File: src/rtl/core/sam_divider.sv
`default_nettype none
// Restoring divider, one quotient bit a cycle. Quotient bit count is given.
module sam_divider (
    input  wire logic        i_clk,
    input  wire logic        i_rst_n,
    input  wire logic        i_start,
    input  wire logic [5:0]  i_bits,
    input  wire logic [52:0] i_rem,
    input  wire logic [52:0] i_num,
    input  wire logic [52:0] i_den,
    output logic             o_done,
    output logic [52:0]      o_quot
);
    logic [52:0] r_rem, n_rem;
    logic [52:0] r_quot, n_quot;
    logic [52:0] r_den;
    logic [5:0]  r_cnt, n_cnt;
    logic        r_busy, n_busy;
    logic [53:0] w_sh;

    // Numerator bits enter at the top of r_quot and shift into the remainder,
    // which starts from i_rem (kept below the divisor).
    always_comb begin
        w_sh = {r_rem, r_quot[52]};
        n_rem = r_rem; n_quot = r_quot; n_cnt = r_cnt; n_busy = r_busy;
        if (i_start) begin
            n_rem = i_rem;
            n_quot = i_num << (6'd53 - i_bits);
            n_cnt = i_bits; n_busy = 1'b1;
        end else if (r_busy) begin
            if (w_sh >= {1'b0, r_den}) begin
                n_rem = 53'(w_sh - {1'b0, r_den});
                n_quot = {r_quot[51:0], 1'b1};
            end else begin
                n_rem = w_sh[52:0];
                n_quot = {r_quot[51:0], 1'b0};
            end
            n_cnt = r_cnt - 6'd1;
            if (r_cnt == 6'd1) n_busy = 1'b0;
        end
    end

    always_ff @(posedge i_clk) begin
        if (!i_rst_n) begin
            r_busy <= 1'b0;
            r_cnt <= '0;
        end else begin
            r_busy <= n_busy;
            r_cnt <= n_cnt;
        end
        r_rem <= n_rem;
        r_quot <= n_quot;
        if (i_start) r_den <= i_den;
    end

    assign o_done = r_busy && (r_cnt == 6'd1);
    assign o_quot = n_quot;
endmodule
`default_nettype wire

File: config.mk
export PLATFORM = sky130hd
export DESIGN_NAME = sam_divider
export DESIGN_NICKNAME = d
export VERILOG_FILES = /design/src/rtl/core/sam_divider.sv
export SDC_FILE = /design/constraint.sdc
export NUM_CORES = 1
export LEC_CHECK = 0
export BUFFER_PORTS_ARGS = -buffer_cell sky130_fd_sc_hd__buf_2
export CORE_MARGIN = 1.5
export CORE_UTILIZATION = 45
export CTS_CLUSTER_SIZE = 14
export DETAILED_ROUTE_END_ITERATION = 6
export GPL_TIMING_DRIVEN = 0
export PLACE_DENSITY_LB_ADDON = 0.2
export SETUP_SLACK_MARGIN = 0.3
export SYNTH_ARGS = -nofsm -noshare
export SYNTH_HDL_FRONTEND = slang
export SYNTH_SLANG_ARGS = --single-unit
File: constraint.sdc
create_clock -name i_clk -period 10.8 [get_ports i_clk]
set_clock_uncertainty 0.1 [all_clocks]
set_input_delay 1.62 -clock i_clk [delete_from_list [all_inputs] [get_ports i_clk]]
set_output_delay 1.62 -clock i_clk [all_outputs]
set_load 0.03 [all_outputs]
==> results.tsv <==
metric	value	unit
run status	finished clean	
unrepaired setup endpoints after global routing	no	
number of I/O port buffers	220	
Boundary Pins	222	
Power per Cell Area	224	nW/um2
worst reg-to-reg setup slack	6.47	ns
H-tree Lvls	4	
Async S/R FF share, synth	0	
P&R area growth vs syn	16.7	%
clk_lat worst skew	0.45	ns
Leak	6.55	nW
largest net degree at the start of global routing	55	
Mapped Area	12900	um2
WL/cell	20.8	um
gr usage total	0.278	
commonest cells in the netlist	nand2_1, mux2i_1, edfxtp_1, o21ai_0, a21oi_1	
CTS Hold Bufs	0	
DR top layer	met4	
Setup Fix Bufs, Post-CTS	0	
clock sink total	166	
CP max stage delay	0.66	ns
HPWL after DPL	32800	um
Core ar.	28100	um2
part of the cycle the worst path needs	0.662	
leading area contributor after synthesis	edfxtp_1	
CTS Buf Count	17	
routed vias/inst	5.90	
CP startpoint kind	primary input	
fraction of layout cells with a size suffix above 1	0.239	
DRT antenna net count	0	
worst-path fanout max	10	
antenna violations before repair	2	
RD Place Congestion	0.969	
cell count after synthesis	1370	
Initial DRT Pass Iterations	5	
CP Capture Type	output pin	
Die Wd	173	um
DRC viols	0	
final setup fails	0	
wl on met1	17900	um
Crit Path Category	in -> out	
dominant cells by area after synthesis	edfxtp_1, dfxtp_1, mux2i_1, ha_1, nand2_1	
initial DRC count	981	
Final Hold Vio Count	0	
Detailed Route WL	41700	um
number of enable flip-flop cells after synthesis	106	
CTS tree	built	
syn_area_per_cell	9.45	um2
Die Area	29800	um2
max cap viols	0	
initial core utilization	0.461	
VDD IR max	147	uV
Hold Path Class	reg -> reg	
first-pass GRT wire length	65100	um
vias in the first global route	11944	
fin crit period	7.15	ns
Distinct cells, synth	72	
post-synthesis sequential area ratio	0.339	
post-CTS sizing	0	
area share of the largest cell type after synthesis	0.246	
Rows	61	
routed wl met2	19700	um
Cell Area, Placed	14500	um2
top-count cell post-synth	nand2_1	
synth warn	0	
Vert. Die Dim	173	um
CP max-delay cell	buf_1	
Worst slew margin	0.147	
Max clock buf depth	2	
Vias	11802	
worst-margin pin slew	1.28	ns
Synth Net Count	1595	
Clock Tree Root	clkbuf_16	
final instance area	15100	um2
ys flop type	edfxtp_1	
#FFs+latches synth	166	
clk slew on worst S/H paths	0.07	ns
Pins Over Slew Limit	0	
total grt overflow	0	
Data arrival, critical path	5.43	ns
most frequent CP cell	o21ai_0	
DR WL met3	2700	um
Layout Nets	1834	
Worst Path Required	9.08	ns
fmax	140	MHz
setup tns final	0	ns
CP cell instances	clkbuf_1 > buf_1 > buf_1 > mux2i_1 > a21oi_1 > a32oi_1 > nand2_1 > o21ai_0 > nor2_1 > o21ai_0 > o21ai_0 > buf_2	
==> cell families after synthesis <==
logic type / Yosys count / share of synthesized area
xor gates and xnor gates: 59 / 0.0399
buffers and inverters: 161 / 0.0510
DFF: 166 / 0.339
muxes: 216 / 0.207
adders and majority gates: 57 / 0.0557
and+or+nand+nor: 336 / 0.116
AOI/OAI and AO/OA: 375 / 0.191
==> final cells by class <==
class / count / area (um2)
buffer: 90 / 394
antenna: 2 / 5.00
multi-input combinational: 1043 / 7910
inverter: 71 / 267
sequential: 166 / 4380
tap: 378 / 473
timing repair buffer: 220 / 1100
fill: 2723 / 13000
clock buffer: 22 / 507
clock inverter: 10 / 80.1
==> state kept, by name (all words and copies together), names as in the netlist <==
signal	flops
r_quot	53
r_cnt	6
r_den	53
r_busy	1
r_rem	53
==> path summary, 6_finish.rpt <==
| check | start | end | depth (start not counted) |
|---|---|---|---|
| max | i_bits[0] | o_quot[28] | 12 |
| min | r_quot[30] | r_quot[31] | 2 |
| max reg2reg | r_rem[47] | r_rem[46] | 13 |
| min reg2reg | r_quot[30] | r_quot[31] | 2 |
==> metal layers <==
layer,vias to the layer above,global-route usage
met2,492,0.470
met5,-,0
met1,5678,0.361
met4,0,0.103
li1,5556,-
met3,76,0.0407
==> worst max-delay path, delay by kind of cell <==
family          cells  cell delay, ns
simple gates        2            0.19
buf+inv             4            1.79
compound gates      5            1.54
mux                 1            0.30
==> power breakdown <==
group          switching, mW  internal (mW)
sequential            0.0747          0.846
clock                  0.279          0.339
combinational           1.03          0.821
==> metrics by stage <==
step | hold WS, ns | util | std cells | worst slack, ns | total power, mW
6_report | 0.497 | 0.538 | 2002 | 3.65 | 3.39
3_3_place_gp | 0.477 | 0.517 | 1968 | 3.82 | 2.72
5_1_grt | 0.528 | 0.538 | 2002 | 3.35 | 3.59
2_1_floorplan | 0.506 | - | 1370 | 4.94 | 2.31
3_5_place_dp | 0.479 | 0.517 | 1968 | 3.79 | 2.75
4_1_cts | 0.489 | 0.538 | 2000 | 3.77 | 3.37
==> placed cells by master (no fill, tap or decap), types with 22 or more instances in the layout <==
cell and instances:
clkbuf_1 64, nand2_1 162, xnor2_1 34, a21o_1 30, o21ai_0 94, dfxtp_1 60, mux2_2 51, mux2i_1 109
inv_1 71, a21oi_1 87, o22ai_1 24, nor2_1 72, xor2_1 25, o221ai_1 22, a211oi_1 24, buf_2 225
mux2_4 33, ha_1 56, edfxtp_1 106, mux4_2 23
No activity file was read; power rests on OpenSTA's default activity.
