File: config.mk
export PLATFORM = sky130hd
export DESIGN_NAME = sam_isqrt
export DESIGN_NICKNAME = d
export VERILOG_FILES = /design/src/rtl/core/sam_isqrt.sv
export SDC_FILE = /design/constraint.sdc
export NUM_CORES = 1
export LEC_CHECK = 0
export BUFFER_PORTS_ARGS = -buffer_cell sky130_fd_sc_hd__clkbuf_2
export CORE_ASPECT_RATIO = 1.4
export CORE_MARGIN = 4
export CORE_UTILIZATION = 60
export CTS_BUF_LIST = sky130_fd_sc_hd__clkbuf_2 sky130_fd_sc_hd__clkbuf_4 sky130_fd_sc_hd__clkbuf_8
export DETAILED_ROUTE_END_ITERATION = 6
export GPL_TIMING_DRIVEN = 0
export PLACE_DENSITY = 0.81
export SKIP_CTS_REPAIR_TIMING = 1
export SYNTH_ARGS = -nofsm -noshare
export SYNTH_HDL_FRONTEND = slang
export SYNTH_SLANG_ARGS = --single-unit
File: constraint.sdc
create_clock -name i_clk -period 3 [get_ports i_clk]
set_clock_uncertainty 0.05 [all_clocks]
set_input_delay 0 -clock i_clk [delete_from_list [all_inputs] [get_ports i_clk]]
set_output_delay 0 -clock i_clk [all_outputs]
set_load 0.02 [all_outputs]
File: src/rtl/core/sam_isqrt.sv
`default_nettype none
// Bit-serial integer square root of a 52-bit radicand, one result bit a cycle.
module sam_isqrt (
    input  wire logic        i_clk,
    input  wire logic        i_rst_n,
    input  wire logic        i_start,
    input  wire logic [51:0] i_value,
    output logic             o_done,
    output logic [25:0]      o_root
);
    logic [51:0] r_rad, n_rad;
    logic [27:0] r_rem, n_rem;
    logic [25:0] r_root, n_root;
    logic [4:0]  r_cnt, n_cnt;
    logic        r_busy, n_busy;
    logic [29:0] w_trial;
    logic [29:0] w_shift;
    logic        w_bit;

    // Restoring square root step: bring down two radicand bits per cycle.
    always_comb begin
        w_shift = {r_rem, r_rad[51:50]};
        w_trial = {2'b00, r_root, 2'b01};
        w_bit = (w_shift >= w_trial);
        n_rad = r_rad; n_rem = r_rem; n_root = r_root; n_cnt = r_cnt; n_busy = r_busy;
        if (i_start) begin
            n_rad = i_value; n_rem = '0; n_root = '0; n_cnt = 5'd0; n_busy = 1'b1;
        end else if (r_busy) begin
            n_rad = {r_rad[49:0], 2'b00};
            if (w_bit) begin
                n_rem = 28'(w_shift - w_trial);
                n_root = {r_root[24:0], 1'b1};
            end else begin
                n_rem = w_shift[27:0];
                n_root = {r_root[24:0], 1'b0};
            end
            n_cnt = r_cnt + 5'd1;
            if (r_cnt == 5'd25) n_busy = 1'b0;
        end
    end

    always_ff @(posedge i_clk) begin
        if (!i_rst_n) begin
            r_busy <= 1'b0;
            r_cnt <= '0;
        end else begin
            r_busy <= n_busy;
            r_cnt <= n_cnt;
        end
        r_rad <= n_rad;
        r_rem <= n_rem;
        r_root <= n_root;
    end

    // The finished root holds even when a new start is taken in the same cycle.
    assign o_done = r_busy && (r_cnt == 5'd25);
    assign o_root = {r_root[24:0], w_bit};
endmodule
`default_nettype wire

==> results.md <==
* Final nets at 865
* Area leader, netlist: edfxtp_1
* # IOs at 82
* Failing checks: setup timing
* Hold WC Path Type: in2reg
* FF-to-FF setup slack at 0.02 ns
* Status: finished with violations
* Synth top area share at 0.246
* Endpoint class of the critical path: output pin
* Tmin final at 3.10 ns
* Reg2Reg Launch Point: r_root[0]$_SDFFE_PP0P_
* Final Wtd Congestion at 0.980
* Final Cell Area at 7850 sq um
* H-Tree Level Count at 3
* R2R Path End: r_rem[2]$_SDFFE_PP0P_
* Proportion of layout cells with a drive suffix above 1 at 0.292
* Clock transition at the registers of the reported paths at 0.11 ns
* Area Growth Syn to Fin at 23.7%
* Synth top area cells: edfxtp_1, dfxtp_1, mux2_2, ha_1, mux2i_1
* Ys Warns at 0
* Period utilization at 1.03
* Post-synth ARST share at 0
* CP startpoint: r_root[0]$_SDFFE_PP0P_
* Seq/Total Area, Yosys at 0.435
* Cells after Synth at 630
* Switch share at 0.423
* HPWL Detailed at 10100 um
* DRC at 0
* Core ar. at 10300 sq um
* Clock root buffer: clkbuf_8
* Routed WL at 16200 um
* Final ANT Viol Nets at 0
* Rows at 44
* Relative slew slack at 0.343
* Synthesized area at 6350 sq um
* P_int at 3.68 mW
* Slack of the critical path at -0.103 ns
* Placed cell areas at 6950 sq um
* Drt pass-1 iters at 4
* DR vias/cell at 5.73
* Synth Net Count at 715
* Vias in the first global route at 4903
* Hold Crit Start: i_start
* VDD IR-drop max at 0.000574 V
* Total power at 6.38 mW
* Mapped Avg Cell Area at 10.1 sq um
* Vias at 5286
* Die footprint at 12300 sq um
* Reg2Reg Depth at 12
* WS Path Type: reg2out
* Grt ovf at 0
* Initial Utilization at 0.613
* Drt initial violations at 360
* Max-cap violation count at 0
* Post-synth EDFFs at 52
* # setup viols final at 1
* Die Height at 130 um
* Fmax at 0.322 GHz
* TritonCTS clock tree: yes
* Routed WL per cell at 17.6 um
* Total Routing Usage GR at 0.232
* Worst-Skew Late Latency at 0.39 ns
* Largest net degree at the start of global routing at 29
* Switching power at 2.70 mW
* Clock sinks at 112
* Pwr/cell area at 812 nW/um^2
* Die width at 94.9 um
* Hold Path Depth at 4
* Setup crit start kind: register
* Share of power burned in registers at 0.302
* Critical path required time at 2.95 ns
* Leakage at 3.23 nW
* Max Slew Vio Count at 0
* Ant. Diodes at 0
* Input/output buffers at 81
* Seq cells post-synth at 112
* Post-synth top flop: dfxtp_1
* Worst-Margin Slew at 0.981 ns
* Crit path DAT at 3.05 ns
* # fillers at 702
* Combinational Power Share at 0.558
* Inst Count DP at 850
* Clk network pwr share at 0.140
* Hold Fails Final Rpt at 0
* RSZ-0062 raised after global routing: true
* Bufs on Longest Clock Path at 2
* Non-filler cells, final at 923
* Synth unique cells at 65
* Worst-path fanout max at 10
* Initial antenna violation count at 0
* Worst hold slack at 0.359 ns
* CTS Buf Count at 9
* CP Capture Point: o_root[0]
* Global-route wire length before repair at 22500 um
## routing by layer
layer | up-vias | share of wire | routed length [um] | track usage
li1 | 2509 | - | - | -
met1 | 2509 | 0.38 | 6190 | 0.273
met2 | 214 | 0.52 | 8400 | 0.406
met3 | 54 | 0.062 | 1010 | 0.0496
met4 | 0 | 0.039 | 638 | 0.100
met5 | - | 0 | 0 | 0
## layout by cell type (no fill, tap or decap), types with 6 or more instances in the layout
cell type / instances
a21o_1: 11
a21oi_1: 23
a311oi_1: 13
and2_1: 6
buf_4: 33
clkbuf_1: 17
clkbuf_2: 81
clkbuf_8: 9
dfxtp_1: 56
dlygate4sd3_1: 53
edfxtp_1: 52
ha_1: 25
inv_1: 33
mux2_2: 50
mux2i_1: 27
nand2_1: 63
nor2_1: 67
nor2b_1: 8
nor3_1: 6
o21ai_0: 11
xnor2_1: 19
xor2_1: 9
## synthesized netlist by cell type (all sizes together), types with 9 or more instances
| cell | n |
|---|---|
| nor2 | 67 |
| nand2 | 63 |
| dfxtp | 60 |
| edfxtp | 52 |
| mux2 | 50 |
| buf | 36 |
| inv | 35 |
| ha | 30 |
| a21oi | 28 |
| mux2i | 27 |
| xnor2 | 19 |
| clkbuf | 18 |
| o21ai | 18 |
| a311oi | 17 |
| a21o | 11 |
| xor2 | 9 |
## registers in the layout (all words and copies together) (netlist names)
name,flops
r_root,26
r_busy,1
r_cnt,5
r_rem,28
r_rad,52
## cell families after synthesis
group | after synthesis | synth area share
DFF | 112 | 0.435
buffers and inverters | 90 | 0.0749
AOI/OAI and AO/OA | 113 | 0.133
xor gates and xnor gates | 28 | 0.0386
muxes | 77 | 0.131
and+or+nand+nor | 180 | 0.128
adders and majority gates | 30 | 0.0591
## area by class of cell
| type | instances | area, sq um | share of cell area |
|---|---|---|---|
| repair buffers | 140 | 993 | 0.127 |
| clock inverters | 7 | 68.8 | 0.00876 |
| inverters | 35 | 131 | 0.0167 |
| flip-flops and latches | 112 | 2770 | 0.353 |
| well taps | 138 | 173 | 0.0220 |
| clock buffers | 9 | 124 | 0.0158 |
| multi-input cells | 428 | 3250 | 0.414 |
| plain buffers | 54 | 340 | 0.0433 |
## worst min path at each step
stage / end / slack, ns
after floorplan: r_busy$_SDFF_PN0_ / 0.08
after global placement: r_busy$_SDFF_PN0_ / 0.19
after detailed placement: r_busy$_SDFF_PN0_ / 0.19
after CTS: r_busy$_SDFF_PN0_ / -0.22
after global routing: r_rad[50]$_DFFE_PP_ / 0.38
final: r_cnt[4]$_SDFFE_PP0P_ / 0.36
## power by group through the flow
stage               Sequential [mW]  Combinational, mW  Clock [mW]
floorplan                      1.91               2.42           0
global placement               1.94               2.97           0
detailed placement             1.94               3.04           0
CTS                            1.91               3.05       0.904
global route                   1.94               3.84       0.964
finish                         1.93               3.56       0.891
## worst max-delay path, stage by stage, from the launching register on
cell      delay [ns]
dfxtp_2         0.39
inv_1           0.06
ha_1            0.38
nor2b_1         0.37
o21bai_2        0.14
a31oi_4         0.30
a211oi_4        0.13
a21oi_2         0.25
o21ai_4         0.10
inv_2           0.07
buf_4           0.19
buf_4           0.13
clkbuf_2        0.15
## through the flow
| step | utilization | setup slack [ns] | TNS, ns |
|---|---|---|---|
| after floorplan | - | 0.414 | 0 |
| after global placement | 0.669 | -0.0164 | -0.749 |
| after detailed placement | 0.671 | -0.0421 | -0.114 |
| after CTS | 0.690 | -0.338 | -0.603 |
| after global routing | 0.759 | -0.144 | -0.329 |
| final | 0.759 | -0.103 | -0.103 |
Note: power is estimated with default switching activity, not from simulation.
